**src/sv/pipc_pkg.sv**
```systemverilog
package pipc_pkg;

  localparam int CoordW    = 31;
  localparam int RadW      = 30;
  localparam int AngW      = 16;
  localparam int MaxPlanes = 16;
  localparam int IdxW      = $clog2(MaxPlanes);

  typedef enum logic [1:0] {
    VERDICT_INSIDE  = 2'd0,
    VERDICT_OUT_Z   = 2'd1,
    VERDICT_OUT_PHI = 2'd2,
    VERDICT_OUT_RAD = 2'd3
  } verdict_t;

  // Query handed from front end to back end
  typedef struct packed {
    logic signed [CoordW-1:0] x;
    logic signed [CoordW-1:0] y;
    logic signed [CoordW-1:0] z;
    logic                     early;     // verdict already decided
    verdict_t                 verdict;
  } query_t;

  typedef enum logic [2:0] {
    BK_IDLE,
    BK_SEARCH,
    BK_FETCH,
    BK_MUL,
    BK_DIV,
    BK_SQ,
    BK_CMP
  } bk_state_t;

endpackage

```
**src/sv/pipc_queue.sv**
```systemverilog
module pipc_queue (
  input  logic             clk,
  input  logic             rst,
  input  logic             push,
  input  pipc_pkg::query_t din,
  input  logic             pop,
  output pipc_pkg::query_t dout,
  output logic             not_empty,
  output logic             full
);
  import pipc_pkg::*;

  query_t    mem [2];
  logic      wptr, rptr;
  logic [1:0] cnt;

  assign full      = (cnt == 2'd2);
  assign not_empty = (cnt != 2'd0);
  assign dout      = mem[rptr];

  // Two-entry queue between classifier and datapath
  always_ff @(posedge clk) begin
    if (push) mem[wptr] <= din;
    if (rst) begin
      wptr <= 1'b0;
      rptr <= 1'b0;
      cnt  <= 2'd0;
    end else begin
      if (push) wptr <= ~wptr;
      if (pop)  rptr <= ~rptr;
      cnt <= cnt + {1'b0, push} - {1'b0, pop};
    end
  end
endmodule

```
**config.mk**
```make
export PLATFORM = sky130hd
export DESIGN_NAME = pipc_queue
export DESIGN_NICKNAME = d
export VERILOG_FILES = /design/src/sv/pipc_pkg.sv /design/src/sv/pipc_queue.sv
export SDC_FILE = /design/constraint.sdc
export NUM_CORES = 1
export LEC_CHECK = 0
export ABC_AREA = 1
export BUFFER_PORTS_ARGS = -buffer_cell sky130_fd_sc_hd__clkbuf_2
export CORE_MARGIN = 3
export CORE_UTILIZATION = 55
export CTS_CLUSTER_DIAMETER = 100
export DETAILED_ROUTE_END_ITERATION = 10
export PLACE_DENSITY = 0.88
export SKIP_LAST_GASP = 1
export SLEW_MARGIN = 20
export SYNTH_ARGS = -nofsm -noshare
export SYNTH_HDL_FRONTEND = slang
export SYNTH_SLANG_ARGS = --single-unit
```
**constraint.sdc**
```tcl
create_clock -name clk -period 16.5 [get_ports clk]
set_clock_uncertainty 0.05 [all_clocks]
set_input_delay 1.65 -clock clk [delete_from_list [all_inputs] [get_ports clk]]
set_output_delay 1.65 -clock clk [all_outputs]
set_load 0.05 [all_outputs]
```
## Word-level counts from Yosys, hierarchy flattened

Memory sizes are Yosys's and may differ from the RTL's. A register that Yosys moved wholly into a read port is not among the register bits.
Cells that the tools add are included.

| word-level totals | value |
|---|---|
| flip-flop bits (word level) | 4 |
| RAM bits | 192 |
| memories | 1 |
| input port bits | 100 |

| operators by class | value |
|---|---|
| add/sub/neg operators | 2 |
| bitwise gates (word level) | 2 |
| eq/ne operators | 1 |
| multiplexer cells | 4 |
| reductions and logical operators | 1 |

Memories:

| memory | words | bits a word | read ports | clocked after memory_dff | write ports | RTL line | text |
|---|---|---|---|---|---|---|---|
| mem | 2 | 96 | 1 | 1 | 1 | pipc_queue.sv:13 | `query_t mem [2];` |

Operators with widths:

| cell | number |
|---|---|
| $mux W1 | 4 |
| $add A2 B1 Y2 | 1 |
| $eq A2 B2 Y1 const B | 1 |
| $not A1 Y1 | 2 |
| $reduce_bool A2 Y1 | 1 |
| $sub A2 B1 Y2 | 1 |

## Depth between registers and ports, before layout

| depth | value |
|---|---|
| depth in word-level cells | 3 |
| gate-level depth with buffers | 9 |
| gate-level depth less buffers | 9 |

## Worst setup path before layout

No wires, ideal clock.

| timing | value |
|---|---|
| path kind | input -> register |
| from | input port push |
| to | memory mem[0][0] (netlist bit), enable pin |
| required time | 15896 ps |
| setup time | 554 ps |
| arrival | 5709 ps |
| path slack | 10187 ps |
| stages | 2 |
| path through | inv_1 > nor2_1 |

| between the ends | value |
|---|---|
| word-level cells in the longest chain between the ends | 2 |

RTL lines:

| what | RTL line | text |
|---|---|---|
| start, declared | pipc_queue.sv:4 | `input logic push,` |
| $mux W1 | pipc_queue.sv:23 | `if (push) mem[wptr] <= din;` |
| $mux W1 (implied by the code) | pipc_queue.sv:23 |  |
| end, declared | pipc_queue.sv:13 |  |

No other way between the ends.

==> flow_metrics.tcl <==
set metrics [dict create \
    layout-area-overhead-vs-synth_pct 23.32 \
    power.ir.vdd_worst_uv 92.48 \
    diodes 0 \
    worst_setup_path_start_kind "flop" \
    detailroute.via_count 3693 \
    grt_antenna_before_repair 0 \
    run_status "completed" \
    data_required_time_at_the_worst_endpoint_ns 14.80 \
    setup_violating_endpoint_count_in_the_final_report 0 \
    critPathTopFamily "buffers and inverters" \
    crit_path_cell_trace "buf_4, mux2_2, clkbuf_2" \
    number_of_rows_in_the_core_area 41 \
    post_route_cells_drive_above_1_share 0.5945 \
    sequentialPowerShare 0.492 \
    gp_routability_congestion 0.7605 \
    combined_global_route_utilization_of_all_metal_layers 0.1870 \
    timing.critical_path.buf_inv 2 \
    timing.setup.tns_ns 0 \
    hold_path.class "flop to flop" \
    drv_slew 0 \
    worstHoldPathCells 2 \
    cp_slowest_cell "sky130_fd_sc_hd__dfxtp_4" \
    place_hpwl_um 9156 \
    power.net_switching_uw 314.5 \
    post_cts.repair.setup_buffers 0 \
    grt_first_pass_wirelength_um 20310 \
    holdPathEnd "rptr" \
    internal-power_uw 888.9 \
    timing.critical_path.to_type "primary output" \
    critical_path_peak_fanout 53 \
    finalNonFillerCells 722 \
    crit_type "flop to primary output" \
    synth_cell_type_count 16 \
    cp.arrival_ns 2.70 \
    design.core.area_um2 12820 \
    leak_pwr_nw 3.566 \
    hp_start "rptr" \
    synth_top_area_share 0.7842 \
    clk_root_buffer_cell "sky130_fd_sc_hd__clkbuf_16" \
    clock_tree.buffer_depth 2 \
    routed_via_density 5.115 \
    critical-path-max-stage-delay_ns 0.79 \
    boundaryPins 198 \
    remaining_drc_errors 0 \
    worst-r2r-setup-slack_ns 14.15 \
    syn-cell-area_um2 7352 \
    period_minus_slack_ns 4.400 \
    finalNetCount 640 \
    first_global_vias 3855 \
    yosysTopAreaCell "sky130_fd_sc_hd__edfxtp_1" \
    largest_net_degree_at_the_start_of_global_routing 67 \
    yosysSeqAreaShare 0.7978 \
    power.combinational.fraction 0.160 \
    die_width_um 121.6 \
    drt-wirelength-per-cell_um 18.78 \
    final_antenna_net_count 0 \
    worstReg2RegEnd "mem[0][58]" \
    initial_utilization 0.5733 \
    placed_cells 691 \
    num_cts_buffers 17 \
    buffer_ports.inserted 197 \
    clk_pwr_share 0.348 \
    maxCapViolCount 0 \
    synth.ff_latch_count 197 \
    hold_slack_ns 0.4789 \
    ff2ff_path_depth 2 \
    routed_wl_um 13560 \
    synth.top_cells.by_area "sky130_fd_sc_hd__edfxtp_1 (78%), sky130_fd_sc_hd__mux2_2 (8.6%), sky130_fd_sc_hd__mux2_4 (8.2%), sky130_fd_sc_hd__dfxtp_1 (1.4%), sky130_fd_sc_hd__buf_12 (1.1%)" \
    design.die.area_um2 14790 \
    netSwitchingFraction 0.2613 \
    p_per_area_nw_per_um2 132.7 \
    clk_latency_ns 0.42 \
    num-fill-cells 825 \
    drt_iter0_markers 319 \
    slew-limit-headroom 0.3934 \
    post_synth.cell_area_avg_um2 22.28 \
    mappedNetlistNets 432 \
    cts.htree.levels 4 \
    grt_setup_unrepaired "no" \
    cts.sinks 197 \
    cts_tree "built" \
    yosysWarnings 0 \
    die_height_um 121.6 \
    tightestPinTransition_ns 0.9077 \
    max_freq_ghz 0.2273 \
    final_util 0.7069 \
    drt_pass1_iterations 4 \
    cts.reportedPaths.clkPinSlew_ns 0.06 \
    finalHoldViolations 0 \
    global_route.overflow_total 0 \
    worst_r2r_startpoint "wptr" \
    post_cts_resized 0 \
    synth_cells 330 \
    final.period_utilization 0.2667 \
    cts_hold_buffers 0 \
]
-- area by class of cell --
type | instances | area [µm²] | area share
repair buffers | 200 | 1008 | 0.1112
multi-input cells | 114 | 1333 | 0.1470
flip-flops and latches | 197 | 5869 | 0.6474
well taps | 172 | 215.2 | 0.02374
clock buffers | 17 | 425.4 | 0.04692
inverters | 8 | 32.53 | 0.003588
clock inverters | 14 | 182.7 | 0.02015
-- how the worst max path moves through the flow --
stage | cells after the start | startpoint | to
after floorplan | 2 | push | mem[0][0]
after global placement | 3 | flop | dout[35]
after detailed placement | 3 | flop | dout[24]
after CTS | 3 | flop | dout[1]
after global routing | 3 | flop | dout[29]
final | 3 | flop | dout[1]
-- flip-flops by register name, summed over array words and instances (netlist names), named ones only --
register and cells:
mem 192, cnt 2, rptr 1, wptr 1
-- Yosys cell counts --
master and count:
sky130_fd_sc_hd__edfxtp_1 192, sky130_fd_sc_hd__buf_8 1, sky130_fd_sc_hd__dfxtp_1 5, sky130_fd_sc_hd__nor3_1 1, sky130_fd_sc_hd__ha_1 2, sky130_fd_sc_hd__buf_2 5
sky130_fd_sc_hd__nor2_1 7, sky130_fd_sc_hd__mux2_4 40, sky130_fd_sc_hd__nand3_1 1, sky130_fd_sc_hd__buf_12 4, sky130_fd_sc_hd__mux2_2 56, sky130_fd_sc_hd__xnor2_1 1
sky130_fd_sc_hd__nand2_1 5, sky130_fd_sc_hd__inv_1 8, sky130_fd_sc_hd__buf_6 1, sky130_fd_sc_hd__a21oi_1 1
-- placed cells by master, fill, tap and decap left out --
cell and count:
sky130_fd_sc_hd__inv_4 1, sky130_fd_sc_hd__dfxtp_1 4, sky130_fd_sc_hd__nor2_4 1, sky130_fd_sc_hd__clkbuf_16 17, sky130_fd_sc_hd__mux2_2 56, sky130_fd_sc_hd__clkinv_2 2
sky130_fd_sc_hd__edfxtp_1 192, sky130_fd_sc_hd__a21oi_1 1, sky130_fd_sc_hd__clkbuf_2 197, sky130_fd_sc_hd__clkinv_1 3, sky130_fd_sc_hd__inv_6 2, sky130_fd_sc_hd__nor3_1 1
sky130_fd_sc_hd__clkinv_4 1, sky130_fd_sc_hd__nand2_1 5, sky130_fd_sc_hd__buf_4 3, sky130_fd_sc_hd__bufinv_16 4, sky130_fd_sc_hd__ha_1 2, sky130_fd_sc_hd__xnor2_1 1
sky130_fd_sc_hd__clkinvlp_4 2, sky130_fd_sc_hd__nor2_1 6, sky130_fd_sc_hd__nand3_1 1, sky130_fd_sc_hd__inv_1 7, sky130_fd_sc_hd__mux2_4 40, sky130_fd_sc_hd__dfxtp_4 1
-- metal layers --
layer | global-route usage | part of all wire
met5 | 0 | 0
met4 | 0.05882 | 0.012
met3 | 0.07335 | 0.083
met2 | 0.3081 | 0.51
met1 | 0.2300 | 0.40
-- metrics by stage --
step	setup slack (ns)	area, µm²	power, mW
after CTS	12.07	9066	1.215
after detailed placement	12.55	8458	0.7961
after global placement	12.60	8458	0.7901
after floorplan	10.19	7352	0.7535
after global routing	11.97	9066	1.246
final	12.10	9066	1.203
-- cell families (layout without fill, tap and decap cells) --
| logic type | Yosys count | after routing | synth area share |
|---|---|---|---|
| fa+ha+maj | 2 | 2 | 0.003403 |
| simple gates | 14 | 14 | 0.007488 |
| flops | 197 | 197 | 0.7978 |
| xor+xnor | 1 | 1 | 0.001192 |
| buf+inv | 19 | 239 | 0.02195 |
| mux | 96 | 96 | 0.1675 |
| compound gates | 1 | 1 | 0.0006801 |
-- power groups by stage --
stage          logic (mW)  clock network (mW)  registers, mW
2_1_floorplan       0.156                   0          0.597
3_3_place_gp        0.190                   0          0.600
3_5_place_dp        0.194                   0          0.602
4_1_cts             0.195               0.428          0.592
5_1_grt             0.202               0.450          0.594
6_report            0.193               0.419          0.592
-- worst reg2reg max path, delay by kind of cell, from the launching register on --
kind / cells / cell delay [ns]
buf+inv: 1 / 0.84
flops: 1 / 0.34
simple gates: 1 / 0.72
Note: power is estimated with default switching activity, not from simulation.
