===== config.mk =====
export PLATFORM = sky130hd
export DESIGN_NAME = pipc_front
export DESIGN_NICKNAME = d
export VERILOG_FILES = /design/src/sv/pipc_pkg.sv /design/src/sv/pipc_front.sv
export SDC_FILE = /design/constraint.sdc
export NUM_CORES = 1
export LEC_CHECK = 0
export BUFFER_PORTS_ARGS = -buffer_cell sky130_fd_sc_hd__buf_2
export CAP_MARGIN = 20
export CELL_PAD_IN_SITES_DETAIL_PLACEMENT = 0
export CELL_PAD_IN_SITES_GLOBAL_PLACEMENT = 1
export CORE_ASPECT_RATIO = 1.1
export CORE_MARGIN = 5
export CORE_UTILIZATION = 23
export DETAILED_ROUTE_END_ITERATION = 8
export PLACE_DENSITY_LB_ADDON = 0.1
export SYNTH_ARGS = -nofsm -noshare
export SYNTH_HDL_FRONTEND = slang
export SYNTH_SLANG_ARGS = --single-unit

===== constraint.sdc =====
create_clock -name vclk -period 3.4
set_clock_uncertainty 0.15 [all_clocks]
set_input_delay 0.17 -clock vclk [all_inputs]
set_output_delay 0.17 -clock vclk [all_outputs]
set_load 0.005 [all_outputs]

===== src/sv/pipc_pkg.sv =====
package pipc_pkg;

  localparam int CoordW    = 31;
  localparam int RadW      = 30;
  localparam int AngW      = 16;
  localparam int MaxPlanes = 16;
  localparam int IdxW      = $clog2(MaxPlanes);

  typedef enum logic [1:0] {
    VERDICT_INSIDE  = 2'd0,
    VERDICT_OUT_Z   = 2'd1,
    VERDICT_OUT_PHI = 2'd2,
    VERDICT_OUT_RAD = 2'd3
  } verdict_t;

  // Query handed from front end to back end
  typedef struct packed {
    logic signed [CoordW-1:0] x;
    logic signed [CoordW-1:0] y;
    logic signed [CoordW-1:0] z;
    logic                     early;     // verdict already decided
    verdict_t                 verdict;
  } query_t;

  typedef enum logic [2:0] {
    BK_IDLE,
    BK_SEARCH,
    BK_FETCH,
    BK_MUL,
    BK_DIV,
    BK_SQ,
    BK_CMP
  } bk_state_t;

endpackage


===== src/sv/pipc_front.sv =====
module pipc_front (
  input  logic                            start,
  input  logic                            cmd,
  input  logic signed [pipc_pkg::CoordW-1:0] point_x,
  input  logic signed [pipc_pkg::CoordW-1:0] point_y,
  input  logic signed [pipc_pkg::CoordW-1:0] point_z,
  input  logic [pipc_pkg::AngW-1:0]       point_angle,
  input  logic [pipc_pkg::AngW-1:0]       start_angle,
  input  logic [pipc_pkg::AngW:0]         opening_angle,
  input  logic signed [pipc_pkg::CoordW-1:0] z_first,
  input  logic signed [pipc_pkg::CoordW-1:0] z_last,
  input  logic                            in_flight,
  input  logic                            q_full,
  output logic                            q_push,
  output pipc_pkg::query_t                q_data,
  output logic                            busy
);
  import pipc_pkg::*;

  logic [AngW-1:0] d;

  // Hold a load off while any query still needs the table
  assign busy   = q_full || (!cmd && in_flight);
  assign q_push = start && !q_full && cmd;
  assign d      = point_angle - start_angle;

  // Classify z range and phi window up front
  always_comb begin
    q_data.x = point_x;
    q_data.y = point_y;
    q_data.z = point_z;
    q_data.early = 1'b1;
    q_data.verdict = VERDICT_INSIDE;
    if (point_z < z_first || point_z > z_last) begin
      q_data.verdict = VERDICT_OUT_Z;
    end else if (!opening_angle[AngW] && ({1'b0, d} > opening_angle)) begin
      q_data.verdict = VERDICT_OUT_PHI;
    end else begin
      q_data.early = 1'b0;
    end
  end
endmodule


=== Word level (Yosys, flattened, before mapping) ===
Index checks and enable logic that the tools add are counted.
Widths: inputs -> output; s select.

* Register bits: 0
* Output and inout bits: 98
* Logic and storage cells: 17

* Add/sub/neg operators: 1
* $lt $le $gt $ge: 3
* Muxes and demuxes: 4
* Reductions and logical operators: 9

{| class="wikitable"
|+ Operator list
! cell !! number
|-
| $gt 31x31->1 || 1
|-
| $lt 31x31->1 || 1
|-
| $gt 16x17->1 || 1
|-
| $sub 16x16->16 || 1
|-
| $logic_and 1x1->1 || 4
|-
| $mux 2 || 2
|-
| $logic_not 1->1 || 3
|-
| $logic_or 1x1->1 || 2
|-
| $mux 1 || 2
|}

=== Logic depth before layout (Yosys ltp) ===
Gate-level depths: netlist of run 1.

* Depth after elaboration: 5
* Gate-level depth with buffers: 17
* Depth with buffers taken out: 17

=== Worst setup path before layout of run 1 ===
No wires, ideal clock.

* Path kind: in2out
* Start: input port point_angle[0] in the netlist's numbering
* End: output port q_data[2] in the netlist's numbering
* Data arrival time: 2.996 ns
* Path slack: 0.084 ns
* Stages: 17
* Path buffers: 0
* Cell sequence: inv_1 -> ha_1 -> fa_1 -> nor2b_4 -> o31a_1 -> o311a_4 -> o2111ai_2 -> and3b_1 -> o31a_1 -> xnor2_1 -> ha_1 -> and4_1 -> nand3_1 -> nor4_1 -> nor3_1 -> nand2_1 -> nand2b_1

{| class="wikitable"
|+ RTL lines
! item !! line !! text
|-
| start, declared || pipc_front.sv:7 || <nowiki>input logic [pipc_pkg::AngW-1:0] point_angle,</nowiki>
|-
| end, declared || pipc_front.sv:15 || <nowiki>output pipc_pkg::query_t q_data,</nowiki>
|}

==> results of run 1 <==
## repair_timing
action | 4_1_cts | 5_1_grt
pin swaps | 14 | 24
buffers inserted | 4 | 5
endpoints found under the setup margin | 2 | 2
resized for setup | 8 | 10
## worst paths after layout
| path | depth (start not counted) | slack, ns | end |
|---|---|---|---|
| max | 20 | -0.13 | q_data[2] |
| min | 0 | 0.19 | q_data[38] |
## cell families (layout without fill, tap and decap cells)
family,after synthesis,count (layout),share of synthesized area [%]
buf+inv,193,305,31.5
compound gates,96,96,18.7
fa+ha+maj,93,93,34.4
simple gates,76,76,12.3
xor+xnor,12,12,3.09
## cell type report
cell class | instances | area (sq um)
fillers | 1673 | 10400
inverters | 100 | 378
multi-input cells | 277 | 2400
well taps | 192 | 240
repair buffers | 205 | 1100
## metal layers
layer | wire, um | vias up
met4 | 275 | 0
met3 | 692 | 32
met5 | 0 | -
li1 | - | 1733
met1 | 4500 | 1455
met2 | 5360 | 129
## power by group through the flow
| stage | clock, mW | combinational, mW | sequential (mW) |
|---|---|---|---|
| after floorplan | 0 | 0.414 | 0 |
| after global placement | 0 | 0.569 | 0 |
| after detailed placement | 0 | 0.571 | 0 |
| after CTS | 0 | 0.593 | 0 |
| after global routing | 0 | 0.689 | 0 |
| final | 0 | 0.600 | 0 |
## synth_stat cells (2+ instances only)
| cell type | instances |
|---|---|
| nand2b_1 | 2 |
| nand3_1 | 13 |
| buf_4 | 93 |
| a21o_1 | 14 |
| nor3_1 | 5 |
| o31ai_1 | 2 |
| a21boi_0 | 2 |
| a21oi_1 | 32 |
| xor2_1 | 2 |
| o21a_1 | 6 |
| a31oi_1 | 5 |
| or2_2 | 2 |
| nor2b_1 | 3 |
| ha_1 | 92 |
| o21ai_0 | 14 |
| nor2_1 | 13 |
| o31a_1 | 5 |
| inv_1 | 100 |
| o21bai_1 | 2 |
| nand4_1 | 15 |
| xnor2_1 | 10 |
| and3_1 | 2 |
| nand2_1 | 8 |
| a211oi_1 | 5 |
| nand3b_1 | 3 |
| nor4_1 | 3 |
## worst max-delay path, stage by stage
cell and delay (ns):
buf_6 0.10, inv_4 0.05, ha_4 0.13, fa_2 0.22
nor2b_4 0.05, o31a_1 0.27, o311a_4 0.32, o2111ai_2 0.19
and3b_2 0.24, buf_6 0.10, xnor2_2 0.10, ha_1 0.25
a21o_1 0.16, a21o_1 0.15, a21o_1 0.16, a21oi_2 0.13
o221ai_1 0.13, nand2_1 0.13, nand2b_1 0.06, buf_2 0.12
==> flow_summary.yaml, run 1 <==
timing:
  post-route-min-period_ns: 3.53
  slew_viol_final: 0
  rsz0062_at_grt: "true"
  setup_viol: 2
  fin_ws_ns: -0.129
  worst_pin_slew_ns: 0.497
  hold_violations: 0
  slew_headroom_pct: 66.6
  fmax_mhz: 283
  finalSetupTns_ns: -0.249
  period_share_pct: 104
  whs_ns: 0.190
synthesis:
  synth_top_area_cell: "ha_1"
  netlist_top_cells_area: "ha_1 34%, buf_4 20%, inv_1 11%"
  yosysSeqAreaShare_pct: 0
  synth_area_per_cell_sq_um: 7.25
  synth.cell_area_sq_mm: 0.00341
  synth.top_cell.area_share_pct: 33.8
  yosysWarnings: 0
  syn_nets: 771
  ys_types: 43
  postSynthCellCount: 470
power:
  powerDensity_mw_per_mm2: 146
  p_leak_nw: 2.49
  pwr-share-comb_pct: 100.0
  switching_share_pct: 47.9
  p_switching_mw: 0.287
  seq_power_share_pct: 0
  max-vdd-ir-drop_mv: 0.0352
  p_int_mw: 0.313
  power.share.clock_pct: 0
  power.total_mw: 0.600
placement:
  io_buffers: 182
  dp_hpwl_um: 10200
  place_ws_ns: -0.353
  finalWeightedCongestion: 0.815
  place_inst: 765
  place_area_sq_mm: 0.00396
detailed_routing:
  dr_total_vias: 3349
  wl_um: 10800
  ant_nets: 0
  route.detailed.drc: 0
  drt_iter0_markers: 55
  vias_per_cell: 4.33
  drt_pass1_iterations: 4
  wl_per_cell_um: 14.0
setup_path:
  start_kind: "input port"
  worst_ep_arrival_time_ns: 3.21
  critPathRequiredTime_ns: 3.08
  endpoint_kind: "output pin"
  cp_max_fo: 2
  criticalPathCategory: "input port to output pin"
  crit_start: "point_angle[0]"
floorplanning:
  die-area_sq_mm: 0.0173
  row_count: 46
  initial_utilization_pct: 23.5
  ios: 306
  coreArea_sq_mm: 0.0145
  die_width_um: 126
  fp.dieH_um: 138
final_layout:
  final_cell_mix: "180 x buf_2, 99 x inv_1, 89 x ha_1"
  ff_latch_area_sq_um: 0
  n_antenna_cell: 0
  area_delta_synth_final_pct: 21.0
  final_common_cell: "buf_2"
  final_area_sq_mm: 0.00412
  clock_buffers: 0
  post-route-util_pct: 28.4
  final_nets: 885
  fin_cells: 774
  drive_gt1_share_pct: 38.1
  seq_cells: 0
global_routing:
  use_met2_pct: 21.5
  grt_overflow: 0
  grt_pass1_wl_um: 16800
  grt_antenna_before_repair: 0
  busiest_layer: "met2"
  use_met3_pct: 1.28
  grtUsageMet1_pct: 14.2
  grt_pass1_vias: 3573
  grt_start_max_net_pins: 6
  grtUsageTotal_pct: 11.5
min_path:
  hp-start: "point_y[4]"
  hold_path.class: "input port to output pin"
status:
  status: "finished, violations left"
  violations: "setup timing"
run:
  drv_cap: 0
clock_tree:
  cts_hold_buf: 0
Note: power is estimated with default switching activity, not from simulation.
==> run 2, diff against run 1 <==
Settings changed: SETUP_SLACK_MARGIN from default to 0.2.
==> run 2 against run 1 <==
Effect of this change: the run still ends with setup timing left; total power down 3.7%; non-clock buffer count down 8; routed wire length down 1.7%; sequential share of layout area unchanged; combinational power down 3.8%; final cell count down 0.90%; sequential cell count unchanged; maximum frequency up 2.6%; critical endpoint unchanged.
==> flow_summary.yaml, run 2 (synthesis results as in run 1) <==
timing:
  whs_ns: 0.190
  period_share_pct: 101
  worst_pin_slew_ns: 0.527
  rsz0062_at_grt: "true"
  fmax_mhz: 291
  slew_headroom_pct: 64.6
  post-route-min-period_ns: 3.44
  slew_viol_final: 0
  fin_ws_ns: -0.0384
  finalSetupTns_ns: -0.0645
  hold_violations: 0
  setup_viol: 2
global_routing:
  grt_start_max_net_pins: 6
  grt_antenna_before_repair: 1
  grt_pass1_wl_um: 16700
  grt_pass1_vias: 3509
  grt_overflow: 0
  grtUsageTotal_pct: 11.4
final_layout:
  area_delta_synth_final_pct: 18.7
  seq_cells: 0
  post-route-util_pct: 27.9
  final_cell_mix: "180 x buf_2, 99 x inv_1, 90 x ha_1"
  fin_cells: 767
  final_area_sq_mm: 0.00404
  fill_cells: 1675
  final_nets: 877
  clock_buffers: 0
  final_common_cell: "buf_2"
  drive_gt1_share_pct: 36.8
  ff_latch_area_sq_um: 0
floorplanning:
  die-area_sq_mm: 0.0173
  initial_utilization_pct: 23.5
  fp.dieH_um: 138
  coreArea_sq_mm: 0.0145
  ios: 306
  row_count: 46
  die_width_um: 126
detailed_routing:
  wl_um: 10600
  dr_total_vias: 3302
  ant_nets: 0
  drt_iter0_markers: 55
  route.detailed.drc: 0
  wl_per_cell_um: 13.9
  drt_pass1_iterations: 4
  vias_per_cell: 4.31
power:
  p_switching_mw: 0.283
  max-vdd-ir-drop_mv: 0.0396
  p_leak_nw: 2.44
  power.total_mw: 0.577
  power.share.clock_pct: 0
  powerDensity_mw_per_mm2: 143
  switching_share_pct: 48.9
  pwr-share-comb_pct: 100.0
  p_int_mw: 0.295
  seq_power_share_pct: 0
setup_path:
  criticalPathCategory: "input port to output pin"
  critPathRequiredTime_ns: 3.08
  worst_ep_arrival_time_ns: 3.12
  start_kind: "input port"
  endpoint_kind: "output pin"
  cp_max_fo: 2
status:
  violations: "setup timing"
  status: "finished, violations left"
placement:
  place_area_sq_mm: 0.00394
  finalWeightedCongestion: 0.781
  place_inst: 761
  io_buffers: 182
  place_ws_ns: -0.206
  dp_hpwl_um: 10000
min_path:
  hold_path.class: "input port to output pin"
  hp-start: "point_y[6]"
  hold_path_depth: 0
  min_to: "q_data[40]"
run:
  drv_cap: 0
## run 2: repair_timing
item | in CTS | in global routing
endpoints found under the setup margin | 2 | 2
buffers inserted | 4 | 1
pin swaps | 17 | 9
hold buffers | 0 | 0
gates resized for setup | 9 | 4
## run 2: power groups by stage
stage | Combinational, mW | Sequential, mW | Clock, mW
after floorplan | 0.414 | 0 | 0
after global placement | 0.562 | 0 | 0
after detailed placement | 0.562 | 0 | 0
after CTS | 0.585 | 0 | 0
after global routing | 0.667 | 0 | 0
final | 0.577 | 0 | 0.0000000395
## run 2: layout make-up
type               instances  area, sq um  area share [%]
repair buffers           197         1040            25.6
inverters                100          378            9.34
diodes                     1         2.50          0.0619
well taps                192          240            5.94
multi-input cells        277         2390            59.0
## run 2: per-layer routing
layer  share of wire, %  global-route usage [%]
met3                7.3                    2.02
met4                1.6                    1.79
met1                 43                    14.3
met5               0.12                       0
met2                 48                    21.0
## run 2: worst max-delay path by stage
stage          slack [ns]         to  cells past startpoint           start
2_1_floorplan        0.21  q_data[1]                     16  point_angle[0]
3_3_place_gp        -0.15  q_data[2]                     19  point_angle[0]
3_5_place_dp        -0.21  q_data[2]                     19  point_angle[0]
4_1_cts             -0.15  q_data[2]                     19  point_angle[0]
5_1_grt             -0.25  q_data[1]                     19  point_angle[0]
6_report            -0.04  q_data[2]                     19  point_angle[0]
## run 2: worst max-delay path, stage by stage
cell       delay [ns]
buf_6            0.10
inv_4            0.04
ha_4             0.13
fa_2             0.23
nor2b_4          0.05
o31a_1           0.26
o311a_4          0.33
o2111ai_4        0.20
and3b_2          0.23
xnor2_1          0.08
ha_1             0.31
a21o_1           0.19
a21o_1           0.15
a21o_1           0.16
a21oi_2          0.11
o221ai_1         0.10
nand2_1          0.12
nand2b_1         0.06
buf_2            0.13
